$ cat src/hdl/rpn_pkg.sv
// Shared types, constants and helpers for the postfix expression evaluator.
`timescale 1ns / 1ps

package rpn_pkg;

   // Default sizing handed to the top level
   localparam int DEF_STACK_DEPTH = 16;
   localparam int DEF_VALUE_WIDTH = 32;
   localparam int DEF_FRAC_BITS   = 16;

   // Fixed payload widths
   localparam int CH_W    = 8;
   localparam int TOP_W   = 32;
   localparam int DEPTH_W = 5;
   localparam int ERR_W   = 3;

   // Character codes
   localparam logic [CH_W-1:0] CH_PLUS  = 8'h2B;
   localparam logic [CH_W-1:0] CH_MINUS = 8'h2D;
   localparam logic [CH_W-1:0] CH_STAR  = 8'h2A;
   localparam logic [CH_W-1:0] CH_SLASH = 8'h2F;
   localparam logic [CH_W-1:0] CH_SPACE = 8'h20;
   localparam logic [CH_W-1:0] CH_ZERO  = 8'h30;
   localparam logic [CH_W-1:0] CH_NINE  = 8'h39;

   // Error codes reported with each item
   localparam logic [ERR_W-1:0] ERR_NONE      = 3'd0;
   localparam logic [ERR_W-1:0] ERR_UNDERFLOW = 3'd1;
   localparam logic [ERR_W-1:0] ERR_OVERFLOW  = 3'd2;
   localparam logic [ERR_W-1:0] ERR_DIVZERO   = 3'd3;
   localparam logic [ERR_W-1:0] ERR_BADCHAR   = 3'd4;

   typedef enum logic [1:0] {
      ALU_ADD,
      ALU_SUB,
      ALU_MUL,
      ALU_DIV
   } alu_op_type;

   typedef struct packed {
      logic       start;
      alu_op_type op;
   } alu_ctl_type;

   typedef enum logic [1:0] {
      AST_IDLE,
      AST_RUN,
      AST_FIN
   } alu_state_type;

   typedef enum logic [3:0] {
      ST_IDLE,
      ST_DISPATCH,
      ST_BIN_CHECK,
      ST_RD_A,
      ST_CAP_A,
      ST_ALU_GO,
      ST_ALU_WAIT,
      ST_TOP_RD,
      ST_TOP_CAP,
      ST_RESP
   } seq_state_type;

   function automatic logic is_digit(input logic [CH_W-1:0] c);
      return (c >= CH_ZERO) && (c <= CH_NINE);
   endfunction

endpackage

$ cat src/hdl/rpn_req_if.sv
// Input channel: one expression character per item.
`timescale 1ns / 1ps

interface rpn_req_if import rpn_pkg::*; ();
   logic            valid;
   logic            ready;
   logic [CH_W-1:0] ch;
   logic            last;

   modport source (output valid, ch, last, input ready);
   modport sink   (input valid, ch, last, output ready);
endinterface

$ cat src/hdl/rpn_rsp_if.sv
// Result channel: top of stack, depth, error and end marker per item.
`timescale 1ns / 1ps

interface rpn_rsp_if import rpn_pkg::*; ();
   logic                    valid;
   logic                    ready;
   logic signed [TOP_W-1:0] top_value;
   logic [DEPTH_W-1:0]      depth;
   logic [ERR_W-1:0]        error;
   logic                    done_res;

   modport source (output valid, top_value, depth, error, done_res, input ready);
   modport sink   (input valid, top_value, depth, error, done_res, output ready);
endinterface

$ cat src/hdl/rpn_stack.sv
// Value stack storage: one write port, one registered read port.
`timescale 1ns / 1ps

module rpn_stack import rpn_pkg::*; #(
   parameter int STACK_DEPTH = DEF_STACK_DEPTH,
   parameter int VALUE_WIDTH = DEF_VALUE_WIDTH
) (
   input  logic                           clock,
   input  logic                           wr_en,
   input  logic [$clog2(STACK_DEPTH)-1:0] wr_addr,
   input  logic [VALUE_WIDTH-1:0]         wr_data,
   input  logic [$clog2(STACK_DEPTH)-1:0] rd_addr,
   output logic [VALUE_WIDTH-1:0]         rd_data
);

   logic [VALUE_WIDTH-1:0] entry_mem [STACK_DEPTH];
   logic [VALUE_WIDTH-1:0] rd_data_ff;

   // Write port
   always_ff @(posedge clock) begin
      if (wr_en) begin
         entry_mem[wr_addr] <= wr_data;
      end
   end

   // Registered read port
   always_ff @(posedge clock) begin
      rd_data_ff <= entry_mem[rd_addr];
   end

   assign rd_data = rd_data_ff;

endmodule

$ cat src/hdl/rpn_alu.sv
// Shared fixed-point unit: saturating add/sub in one step, shift-add multiply
// and restoring divide one bit per cycle.
`timescale 1ns / 1ps

module rpn_alu import rpn_pkg::*; #(
   parameter int VALUE_WIDTH = DEF_VALUE_WIDTH,
   parameter int FRAC_BITS   = DEF_FRAC_BITS
) (
   input  logic                   clock,
   input  logic                   reset,
   input  alu_ctl_type            ctl,
   input  logic [VALUE_WIDTH-1:0] a_op,
   input  logic [VALUE_WIDTH-1:0] b_op,
   output logic                   done,
   output logic [VALUE_WIDTH-1:0] result
);

   localparam int W      = VALUE_WIDTH;
   localparam int PROD_W = 2 * W;
   localparam int DIV_N  = W + FRAC_BITS;
   localparam int MAG_W  = (PROD_W > DIV_N) ? PROD_W : DIV_N;
   localparam int CNT_W  = $clog2(MAG_W + 1);

   alu_state_type      state_ff, state_in;
   alu_op_type         op_ff, op_in;
   logic               neg_ff, neg_in;
   logic [CNT_W-1:0]   cnt_ff, cnt_in;
   logic [PROD_W-1:0]  acc_ff, acc_in;
   logic [W-1:0]       mcand_ff, mcand_in;
   logic [DIV_N-1:0]   num_ff, num_in;
   logic [W-1:0]       rem_ff, rem_in;
   logic [DIV_N-1:0]   quo_ff, quo_in;
   logic [W-1:0]       result_ff, result_in;
   logic               done_ff, done_in;

   logic               a_neg, b_neg;
   logic [W-1:0]       a_mag, b_mag;
   logic [W:0]         sum_a, sum_b, sum;
   logic [W-1:0]       sum_sat;
   logic [W:0]         mul_hi;
   logic [PROD_W-1:0]  acc_step;
   logic [W:0]         r_sh, r_dif;
   logic               r_ge;
   logic [MAG_W-1:0]   mag_raw, lim;
   logic               ovf;
   logic [W-1:0]       mag_c, fin_val;

   // Operand unpacking and the single-step add/sub with saturation
   always_comb begin
      a_neg = a_op[W-1];
      b_neg = b_op[W-1];
      a_mag = a_neg ? (~a_op + 1'b1) : a_op;
      b_mag = b_neg ? (~b_op + 1'b1) : b_op;
      sum_a = {a_op[W-1], a_op};
      sum_b = {b_op[W-1], b_op};
      sum   = (ctl.op == ALU_SUB) ? (sum_a - sum_b) : (sum_a + sum_b);
      if (sum[W] != sum[W-1]) begin
         sum_sat = sum[W] ? {1'b1, {(W-1){1'b0}}} : {1'b0, {(W-1){1'b1}}};
      end else begin
         sum_sat = sum[W-1:0];
      end
   end

   // One multiply step: add multiplicand to upper half, shift right
   always_comb begin
      mul_hi   = {1'b0, acc_ff[PROD_W-1:W]} + (acc_ff[0] ? {1'b0, mcand_ff} : '0);
      acc_step = {mul_hi, acc_ff[W-1:1]};
   end

   // One divide step: shift in next numerator bit, trial subtract
   always_comb begin
      r_sh  = {rem_ff, num_ff[DIV_N-1]};
      r_ge  = r_sh >= {1'b0, mcand_ff};
      r_dif = r_sh - {1'b0, mcand_ff};
   end

   // Final scaling, clamp to the signed range and re-apply sign
   always_comb begin
      if (op_ff == ALU_MUL) begin
         mag_raw = MAG_W'(acc_ff >> FRAC_BITS);
      end else begin
         mag_raw = MAG_W'(quo_ff);
      end
      lim     = MAG_W'({1'b0, {(W-1){1'b1}}}) + MAG_W'(neg_ff);
      ovf     = mag_raw > lim;
      mag_c   = ovf ? lim[W-1:0] : mag_raw[W-1:0];
      fin_val = neg_ff ? (~mag_c + 1'b1) : mag_c;
   end

   // Sequencer of the unit
   always_comb begin
      state_in  = state_ff;
      op_in     = op_ff;
      neg_in    = neg_ff;
      cnt_in    = cnt_ff;
      acc_in    = acc_ff;
      mcand_in  = mcand_ff;
      num_in    = num_ff;
      rem_in    = rem_ff;
      quo_in    = quo_ff;
      result_in = result_ff;
      done_in   = 1'b0;
      case (state_ff)
         AST_IDLE: begin
            if (ctl.start) begin
               op_in  = ctl.op;
               neg_in = a_neg ^ b_neg;
               case (ctl.op)
                  ALU_ADD, ALU_SUB: begin
                     result_in = sum_sat;
                     done_in   = 1'b1;
                  end
                  ALU_MUL: begin
                     acc_in   = PROD_W'(a_mag);
                     mcand_in = b_mag;
                     cnt_in   = CNT_W'(W);
                     state_in = AST_RUN;
                  end
                  ALU_DIV: begin
                     num_in   = DIV_N'(a_mag) << FRAC_BITS;
                     mcand_in = b_mag;
                     rem_in   = '0;
                     quo_in   = '0;
                     cnt_in   = CNT_W'(DIV_N);
                     state_in = AST_RUN;
                  end
                  default: begin
                     state_in = AST_IDLE;
                  end
               endcase
            end
         end
         AST_RUN: begin
            if (cnt_ff == '0) begin
               state_in = AST_FIN;
            end else begin
               cnt_in = cnt_ff - 1'b1;
               if (op_ff == ALU_MUL) begin
                  acc_in = acc_step;
               end else begin
                  rem_in = r_ge ? r_dif[W-1:0] : r_sh[W-1:0];
                  quo_in = {quo_ff[DIV_N-2:0], r_ge};
                  num_in = num_ff << 1;
               end
            end
         end
         AST_FIN: begin
            result_in = fin_val;
            done_in   = 1'b1;
            state_in  = AST_IDLE;
         end
         default: begin
            state_in = AST_IDLE;
         end
      endcase
   end

   // Control registers
   always_ff @(posedge clock) begin
      if (reset) begin
         state_ff <= AST_IDLE;
         done_ff  <= 1'b0;
      end else begin
         state_ff <= state_in;
         done_ff  <= done_in;
      end
   end

   // Datapath registers
   always_ff @(posedge clock) begin
      op_ff     <= op_in;
      neg_ff    <= neg_in;
      cnt_ff    <= cnt_in;
      acc_ff    <= acc_in;
      mcand_ff  <= mcand_in;
      num_ff    <= num_in;
      rem_ff    <= rem_in;
      quo_ff    <= quo_in;
      result_ff <= result_in;
   end

   assign done   = done_ff;
   assign result = result_ff;

endmodule

$ cat src/hdl/rpn_stack_evaluator_top.sv
// Postfix expression evaluator top level: character sequencer, stack and ALU.
//
// Takes one ASCII character per item and returns one result per item: the top
// of the stack (signed fixed point, Q16.16 at the default sizing, sign-extended
// or cut to 32 bits), the depth, an error code and the end marker. The input is
// ready only while the sequencer is idle. How long an item takes depends on the
// character: the top read is skipped when the stack is empty, and the time is
// set by the shared ALU, which handles one product or quotient bit per cycle,
// and by the single read port of the stack memory. A minus held over from the
// previous character is first carried out as a subtraction through the ALU
// when the character that follows is not a digit. A finished result waits in
// an output register, so the next character can be taken while it is still
// being collected.
`timescale 1ns / 1ps

module rpn_stack_evaluator_top import rpn_pkg::*; #(
   parameter int STACK_DEPTH = DEF_STACK_DEPTH,
   parameter int VALUE_WIDTH = DEF_VALUE_WIDTH,
   parameter int FRAC_BITS   = DEF_FRAC_BITS
) (
   input  logic      clock,
   input  logic      reset,
   rpn_req_if.sink   req_chan,
   rpn_rsp_if.source rsp_chan
);

   localparam int W    = VALUE_WIDTH;
   localparam int AW   = $clog2(STACK_DEPTH);
   localparam int SP_W = $clog2(STACK_DEPTH + 1);
   localparam int EW   = W + FRAC_BITS + 4;

   seq_state_type           state_ff, state_in;
   logic [CH_W-1:0]         ch_ff, ch_in;
   logic                    last_ff, last_in;
   logic [ERR_W-1:0]        err_ff, err_in;
   alu_op_type              op_ff, op_in;
   logic                    pre_ff, pre_in;
   logic                    pending_ff, pending_in;
   logic [SP_W-1:0]         sp_ff, sp_in;
   logic [W-1:0]            a_ff, a_in;
   logic [W-1:0]            b_ff, b_in;
   logic [W-1:0]            top_ff, top_in;
   logic                    rsp_valid_ff, rsp_valid_in;
   logic signed [TOP_W-1:0] rsp_top_ff;
   logic [DEPTH_W-1:0]      rsp_depth_ff;
   logic [ERR_W-1:0]        rsp_err_ff;
   logic                    rsp_done_ff;

   logic                    rsp_load;
   logic                    mem_wr_en;
   logic [AW-1:0]           mem_wr_addr;
   logic [W-1:0]            mem_wr_data;
   logic [AW-1:0]           mem_rd_addr;
   logic [W-1:0]            mem_rd_data;
   alu_ctl_type             alu_ctl;
   logic                    alu_done;
   logic [W-1:0]            alu_result;

   logic [SP_W-1:0]         sp_m1, sp_m2;
   seq_state_type           after_op;
   logic [3:0]              digit_val;
   logic [EW-1:0]           dig_mag, dig_lim;
   logic [W-1:0]            dig_clamp, dig_value;
   logic [W+TOP_W-1:0]      top_ext;
   logic [SP_W+DEPTH_W-1:0] sp_ext;

   function automatic logic [ERR_W-1:0] err_merge(input logic [ERR_W-1:0] cur,
                                                  input logic [ERR_W-1:0] code);
      return (cur == ERR_NONE) ? code : cur;
   endfunction

   rpn_stack #(
      .STACK_DEPTH (STACK_DEPTH),
      .VALUE_WIDTH (VALUE_WIDTH)
   ) u_stack (
      .clock   (clock),
      .wr_en   (mem_wr_en),
      .wr_addr (mem_wr_addr),
      .wr_data (mem_wr_data),
      .rd_addr (mem_rd_addr),
      .rd_data (mem_rd_data)
   );

   rpn_alu #(
      .VALUE_WIDTH (VALUE_WIDTH),
      .FRAC_BITS   (FRAC_BITS)
   ) u_alu (
      .clock  (clock),
      .reset  (reset),
      .ctl    (alu_ctl),
      .a_op   (a_ff),
      .b_op   (b_ff),
      .done   (alu_done),
      .result (alu_result)
   );

   // Stack addresses, digit value with saturation and sign, output formatting
   always_comb begin
      sp_m1     = sp_ff - 1'b1;
      sp_m2     = sp_ff - 2'd2;
      after_op  = pre_ff ? ST_DISPATCH : ST_TOP_RD;
      digit_val = 4'(ch_ff - CH_ZERO);
      dig_mag   = EW'(digit_val) << FRAC_BITS;
      dig_lim   = EW'({1'b0, {(W-1){1'b1}}}) + EW'(pending_ff);
      dig_clamp = (dig_mag > dig_lim) ? dig_lim[W-1:0] : dig_mag[W-1:0];
      dig_value = pending_ff ? (~dig_clamp + 1'b1) : dig_clamp;
      top_ext   = {{TOP_W{top_ff[W-1]}}, top_ff};
      sp_ext    = (SP_W + DEPTH_W)'(sp_ff);
   end

   // Character sequencer
   always_comb begin
      state_in      = state_ff;
      ch_in         = ch_ff;
      last_in       = last_ff;
      err_in        = err_ff;
      op_in         = op_ff;
      pre_in        = pre_ff;
      pending_in    = pending_ff;
      sp_in         = sp_ff;
      a_in          = a_ff;
      b_in          = b_ff;
      top_in        = top_ff;
      rsp_load      = 1'b0;
      req_chan.ready = 1'b0;
      mem_wr_en     = 1'b0;
      mem_wr_addr   = sp_ff[AW-1:0];
      mem_wr_data   = dig_value;
      mem_rd_addr   = sp_m1[AW-1:0];
      alu_ctl.start = 1'b0;
      alu_ctl.op    = op_ff;
      case (state_ff)
         ST_IDLE: begin
            req_chan.ready = 1'b1;
            if (req_chan.valid) begin
               ch_in   = req_chan.ch;
               last_in = req_chan.last;
               err_in  = ERR_NONE;
               if (pending_ff && !is_digit(req_chan.ch)) begin
                  // held minus turns into a subtraction first
                  pending_in = 1'b0;
                  op_in      = ALU_SUB;
                  pre_in     = 1'b1;
                  state_in   = ST_BIN_CHECK;
               end else begin
                  pre_in   = 1'b0;
                  state_in = ST_DISPATCH;
               end
            end
         end
         ST_DISPATCH: begin
            pre_in   = 1'b0;
            state_in = ST_TOP_RD;
            if (is_digit(ch_ff)) begin
               if (sp_ff >= SP_W'(STACK_DEPTH)) begin
                  err_in = err_merge(err_ff, ERR_OVERFLOW);
               end else begin
                  mem_wr_en = 1'b1;
                  sp_in     = sp_ff + 1'b1;
               end
               pending_in = 1'b0;
            end else begin
               case (ch_ff)
                  CH_PLUS: begin
                     op_in    = ALU_ADD;
                     state_in = ST_BIN_CHECK;
                  end
                  CH_STAR: begin
                     op_in    = ALU_MUL;
                     state_in = ST_BIN_CHECK;
                  end
                  CH_SLASH: begin
                     op_in    = ALU_DIV;
                     state_in = ST_BIN_CHECK;
                  end
                  CH_MINUS: begin
                     if (last_ff) begin
                        op_in    = ALU_SUB;
                        state_in = ST_BIN_CHECK;
                     end else begin
                        pending_in = 1'b1;
                     end
                  end
                  CH_SPACE: begin
                     state_in = ST_TOP_RD;
                  end
                  default: begin
                     err_in = err_merge(err_ff, ERR_BADCHAR);
                  end
               endcase
            end
         end
         ST_BIN_CHECK: begin
            if (sp_ff < SP_W'(2)) begin
               err_in   = err_merge(err_ff, ERR_UNDERFLOW);
               state_in = after_op;
            end else begin
               mem_rd_addr = sp_m1[AW-1:0];
               state_in    = ST_RD_A;
            end
         end
         ST_RD_A: begin
            b_in        = mem_rd_data;
            mem_rd_addr = sp_m2[AW-1:0];
            state_in    = ST_CAP_A;
         end
         ST_CAP_A: begin
            a_in = mem_rd_data;
            if ((op_ff == ALU_DIV) && (b_ff == '0)) begin
               err_in   = err_merge(err_ff, ERR_DIVZERO);
               state_in = after_op;
            end else begin
               state_in = ST_ALU_GO;
            end
         end
         ST_ALU_GO: begin
            alu_ctl.start = 1'b1;
            state_in      = ST_ALU_WAIT;
         end
         ST_ALU_WAIT: begin
            if (alu_done) begin
               mem_wr_en   = 1'b1;
               mem_wr_addr = sp_m2[AW-1:0];
               mem_wr_data = alu_result;
               sp_in       = sp_m1;
               state_in    = after_op;
            end
         end
         ST_TOP_RD: begin
            if (sp_ff != '0) begin
               mem_rd_addr = sp_m1[AW-1:0];
               state_in    = ST_TOP_CAP;
            end else begin
               top_in   = '0;
               state_in = ST_RESP;
            end
         end
         ST_TOP_CAP: begin
            top_in   = mem_rd_data;
            state_in = ST_RESP;
         end
         ST_RESP: begin
            if (!rsp_valid_ff || rsp_chan.ready) begin
               rsp_load = 1'b1;
               if (last_ff) begin
                  sp_in      = '0;
                  pending_in = 1'b0;
               end
               state_in = ST_IDLE;
            end
         end
         default: begin
            state_in = ST_IDLE;
         end
      endcase
   end

   // Output register handshake
   always_comb begin
      if (rsp_load) begin
         rsp_valid_in = 1'b1;
      end else if (rsp_chan.ready) begin
         rsp_valid_in = 1'b0;
      end else begin
         rsp_valid_in = rsp_valid_ff;
      end
   end

   // Control state
   always_ff @(posedge clock) begin
      if (reset) begin
         state_ff     <= ST_IDLE;
         pending_ff   <= 1'b0;
         sp_ff        <= '0;
         rsp_valid_ff <= 1'b0;
      end else begin
         state_ff     <= state_in;
         pending_ff   <= pending_in;
         sp_ff        <= sp_in;
         rsp_valid_ff <= rsp_valid_in;
      end
   end

   // Item and operand registers
   always_ff @(posedge clock) begin
      ch_ff   <= ch_in;
      last_ff <= last_in;
      err_ff  <= err_in;
      op_ff   <= op_in;
      pre_ff  <= pre_in;
      a_ff    <= a_in;
      b_ff    <= b_in;
      top_ff  <= top_in;
   end

   // Result payload
   always_ff @(posedge clock) begin
      if (rsp_load) begin
         rsp_top_ff   <= signed'(top_ext[TOP_W-1:0]);
         rsp_depth_ff <= sp_ext[DEPTH_W-1:0];
         rsp_err_ff   <= err_ff;
         rsp_done_ff  <= last_ff;
      end
   end

   assign rsp_chan.valid     = rsp_valid_ff;
   assign rsp_chan.top_value = rsp_top_ff;
   assign rsp_chan.depth     = rsp_depth_ff;
   assign rsp_chan.error     = rsp_err_ff;
   assign rsp_chan.done_res  = rsp_done_ff;

   // Stack pointer never passes the stack size
   a_sp_bound: assert property (@(posedge clock) disable iff (reset)
      sp_ff <= SP_W'(STACK_DEPTH))
      else $error("stack pointer beyond stack size");

   // The item that ends an expression leaves an empty stack
   a_last_clears: assert property (@(posedge clock) disable iff (reset)
      (rsp_load && last_ff) |=> (sp_ff == '0) && !pending_ff)
      else $error("stack not cleared after last item");

   // An overflow report only comes from a full stack
   a_ovf_full: assert property (@(posedge clock) disable iff (reset)
      (rsp_load && (err_ff == ERR_OVERFLOW)) |-> (sp_ff == SP_W'(STACK_DEPTH)))
      else $error("overflow reported with room on the stack");

   // The ALU only finishes while the sequencer waits for it
   a_alu_done_wait: assert property (@(posedge clock) disable iff (reset)
      alu_done |-> (state_ff == ST_ALU_WAIT))
      else $error("ALU result arrived outside the wait state");

endmodule
$ cat src/flat_wrapper.sv
// flat-port wrapper written by rule: the top's interface ports become plain ports
module rpn_stack_evaluator_top_flat import rpn_pkg::*;
#(
   parameter int STACK_DEPTH = DEF_STACK_DEPTH,
   parameter int VALUE_WIDTH = DEF_VALUE_WIDTH,
   parameter int FRAC_BITS   = DEF_FRAC_BITS
)
  (clock, reset, req_chan_valid, req_chan_ch, req_chan_last, req_chan_ready, rsp_chan_valid, rsp_chan_top_value, rsp_chan_depth, rsp_chan_error, rsp_chan_done_res, rsp_chan_ready);
  rpn_req_if req_chan_i ();
  rpn_rsp_if rsp_chan_i ();
  input  logic clock;
  input  logic reset;
  input wire logic [$bits(req_chan_i.valid)-1:0] req_chan_valid;
  input wire logic [$bits(req_chan_i.ch)-1:0] req_chan_ch;
  input wire logic [$bits(req_chan_i.last)-1:0] req_chan_last;
  output wire logic [$bits(req_chan_i.ready)-1:0] req_chan_ready;
  output wire logic [$bits(rsp_chan_i.valid)-1:0] rsp_chan_valid;
  output wire logic [$bits(rsp_chan_i.top_value)-1:0] rsp_chan_top_value;
  output wire logic [$bits(rsp_chan_i.depth)-1:0] rsp_chan_depth;
  output wire logic [$bits(rsp_chan_i.error)-1:0] rsp_chan_error;
  output wire logic [$bits(rsp_chan_i.done_res)-1:0] rsp_chan_done_res;
  input wire logic [$bits(rsp_chan_i.ready)-1:0] rsp_chan_ready;
  assign req_chan_i.valid = req_chan_valid;
  assign req_chan_i.ch = req_chan_ch;
  assign req_chan_i.last = req_chan_last;
  assign req_chan_ready = req_chan_i.ready;
  assign rsp_chan_valid = rsp_chan_i.valid;
  assign rsp_chan_top_value = rsp_chan_i.top_value;
  assign rsp_chan_depth = rsp_chan_i.depth;
  assign rsp_chan_error = rsp_chan_i.error;
  assign rsp_chan_done_res = rsp_chan_i.done_res;
  assign rsp_chan_i.ready = rsp_chan_ready;
  rpn_stack_evaluator_top #(.STACK_DEPTH(STACK_DEPTH), .VALUE_WIDTH(VALUE_WIDTH), .FRAC_BITS(FRAC_BITS)) u_core (.clock(clock), .reset(reset), .req_chan(req_chan_i), .rsp_chan(rsp_chan_i));
endmodule
$ cat config.mk
export PLATFORM = sky130hd
export DESIGN_NAME = rpn_stack_evaluator_top_flat
export DESIGN_NICKNAME = d
export VERILOG_FILES = /design/src/hdl/rpn_pkg.sv /design/src/hdl/rpn_req_if.sv /design/src/hdl/rpn_rsp_if.sv /design/src/hdl/rpn_stack.sv /design/src/hdl/rpn_alu.sv /design/src/hdl/rpn_stack_evaluator_top.sv /design/src/flat_wrapper.sv
export SDC_FILE = /design/constraint.sdc
export NUM_CORES = 1
export LEC_CHECK = 0
export ABC_AREA = 1
export BUFFER_PORTS_ARGS = -buffer_cell sky130_fd_sc_hd__buf_2
export CORE_MARGIN = 8
export CORE_UTILIZATION = 55
export DETAILED_ROUTE_END_ITERATION = 7
export PLACE_DENSITY = 0.71
export SYNTH_ARGS = -nofsm -noshare
export SYNTH_HDL_FRONTEND = slang
export SYNTH_HIERARCHICAL = 1
export SYNTH_SLANG_ARGS = --single-unit
$ cat constraint.sdc
create_clock -name clock -period 25 [get_ports clock]
set_input_delay 5 -clock clock [delete_from_list [all_inputs] [get_ports clock]]
set_output_delay 5 -clock clock [all_outputs]
set_load 0.005 [all_outputs]
==> impl_metrics.py <==
metrics = {
    "die": {
        "ios": 56,
        "start_util": 0.555,
        "die_w_um": 315,
        "num_rows": 109,
        "core_um2": 88400,
        "die_h_um": 315,
        "die_area_um2": 98900,
    },
    "pwr": {
        "p_per_area_nw_per_um2": 116,
        "power_leakage_nw": 22.9,
        "peakVddDrop_mv": 0.116,
        "power_mw": 6.19,
    },
    "timing": {
        "finalCritPeriodShare": 0.294,
        "rsz0062_at_grt": "no",
        "whs_ns": 0.417,
        "final.setup.tns_ns": 0,
        "slew_viol_final": 0,
        "finalHoldViolCount": 0,
        "fmax_mhz": 136,
        "setup_viol": 0,
        "slew_headroom": 0.118,
        "tightest_slew_ns": 1.32,
        "finClkSkew_ns": 0.0230,
        "post-route-min-period_ns": 7.35,
        "fin_ws_ns": 17.65,
    },
    "final_layout": {
        "syn_to_final_growth_pct": 9.33,
        "final_area_um2": 53600,
        "num_antenna_cells": 0,
        "nets": 5427,
        "final_common_cell": "nand2_1",
        "layout-drive-gt1-share": 0.0738,
        "final_cell_mix": "nand2_1, edfxtp_1, inv_1, nand3_1, nor2_1",
    },
    "placed_design": {
        "io_buffers": 55,
        "hpwl_um": 88400,
        "placed_cell_area_um2": 50300,
        "gp_congestion": 0.964,
        "place_ws_ns": 17.02,
    },
    "global_route": {
        "grt_pass1_vias": 34600,
        "grt_max_degree": 94,
        "grt_first_pass_wirelength_um": 199000,
        "grt-ovfl-total": 0,
        "grt_use_total": 0.260,
        "antenna_found_initial": 6,
    },
    "cts": {
        "root_buffer": "clkbuf_16",
        "clockBufferDepth": 3,
        "cts_max_level": 3,
        "hold_buffers": 0,
        "clk_pin_slew_ns": 0.06,
        "cts_tree": "done",
        "numCtsBuffers": 98,
        "cts_resized": 0,
        "clk_latency_ns": 0.70,
        "cts_sinks": 960,
        "post_cts_buffers": 0,
    },
    "worst_setup_path": {
        "cp-end-kind": "register",
        "crit_arrival_ns": 7.64,
        "critPathKind": "primary input to register",
        "reg2reg_depth": 26,
        "worstPathRequired_ns": 25.30,
        "cp_max_fo": 32,
        "start_kind": "primary input",
    },
    "detailed_routing": {
        "ant_nets": 0,
        "drc": 0,
        "routedWlPerCell_um": 20.1,
        "wl_um": 131000,
        "viasPerCell": 5.59,
        "dr_total_vias": 36400,
        "drt_pass1_iterations": 8,
        "drtIter0Drc": 3824,
    },
    "logic_synthesis": {
        "ys_ff_latch": 960,
        "syn_inst": 5257,
        "synth_area_per_cell_um2": 9.32,
        "ys.flop_type": "edfxtp_1",
        "synthDistinctLibCells": 67,
        "async_flop_share": 0,
        "synth_nets": 5417,
        "syn_area_um2": 49000,
        "ys_seq_area_frac": 0.579,
        "yosys_warnings": 6,
        "synth-edff-count": 914,
    },
    "run": {
        "maxCapViolCount": 0,
    },
    "hold_path": {
        "whs_path_depth": 0,
        "hp-class": "register to register",
    },
    "run_status": {
        "outcome": "complete, no violations",
    },
}
[report_power, final]
group | total, mW | internal [mW] | switching (mW)
Clock | 1.51 | 0.882 | 0.629
Sequential | 2.15 | 2.03 | 0.129
Combinational | 2.53 | 0.693 | 1.83
Total | 6.19 | 3.60 | 2.59
[state kept, by name, summed over array words and instances, names as in the netlist, 32 cells and up]
register                   cells
u_core/u_stack/entry_mem     512
u_core/u_alu/acc_ff           64
u_core/u_alu/quo_ff           48
u_core/a_ff                   32
u_core/b_ff                   32
u_core/rsp_chan.top_value     32
u_core/top_ff                 32
u_core/u_alu/mcand_ff         32
u_core/u_alu/num_ff           32
u_core/u_alu/rem_ff           32
u_core/u_alu/result           32
u_core/u_stack/rd_data        32
[synthesized netlist by cell type (25+ instances only)]
master       n  area, um^2
nand2_1   1395        5240
edfxtp_1   914       27400
inv_1      776        2910
nand3_1    522        2610
nor2_1     345        1290
o21ai_0    252        1260
a21oi_1    231        1160
ha_1       144        1800
clkbuf_1    64         240
buf_2       55         275
xor2_1      55         482
dfxtp_1     46         921
nor3_1      37         185
xnor2_1     34         298
buf_6       31         349
buf_1       28         105
nand4_1     27         169
o21ai_1     25         125
[per-stage QoR]
step	utilization	std cells
global placement	0.569	6332
finish	0.606	6515
floorplan	-	5257
detailed placement	0.569	6332
CTS	0.606	6515
global route	0.606	6515
[final cells by class]
type / instances / area [um^2]
Multi-Input combinational cell: 3312 / 16800
Clock buffer: 127 / 2630
Clock inverter: 56 / 687
Tap cell: 1165 / 1460
Sequential cell: 960 / 28400
Fill cell: 7388 / 34800
Timing Repair Buffer: 99 / 606
Inverter: 796 / 3000
[critical path, cell delays in order]
cell and delay (ns):
buf_2 0.08, nor2_1 0.10, nand2_4 0.11, nand2_2 0.07, nor3_2 0.19, nand2_2 0.15
nor2_1 0.50, nand3_1 0.44, nor2_4 0.98
[worst paths after layout]
path	startpoint	to	slack, ns
setup / recovery	rsp_chan_ready	u_core/u_stack/entry_mem[14][27]	17.65
hold / removal	u_core/top_ff[20]	u_core/rsp_chan.top_value[20]	0.42
hold reg to reg	u_core/top_ff[20]	u_core/rsp_chan.top_value[20]	0.42
setup reg to reg	u_core/b_ff[0]	u_core/u_alu/result[8]	19.53
[kinds of logic (layout without fill, tap and decap cells)]
family / count (synthesis) / count (layout) / share of synthesized area
DFF: 960 / 960 / 0.579
muxes: 1 / 1 / 0.000204
and+or+nand+nor: 2432 / 2432 / 0.211
buffers and inverters: 985 / 1078 / 0.0831
adders and majority gates: 147 / 147 / 0.0380
xor gates and xnor gates: 89 / 89 / 0.0159
AOI/OAI and AO/OA: 643 / 643 / 0.0730
[routing by layer]
metal / routed length, um / global-route usage / part of all wire
met3: 8990 / 0.0354 / 0.069
met4: 6050 / 0.111 / 0.046
met2: 62100 / 0.427 / 0.47
met5: 18 / 0 / 0.00014
met1: 53800 / 0.345 / 0.41
(Power assumes the default switching activity.)
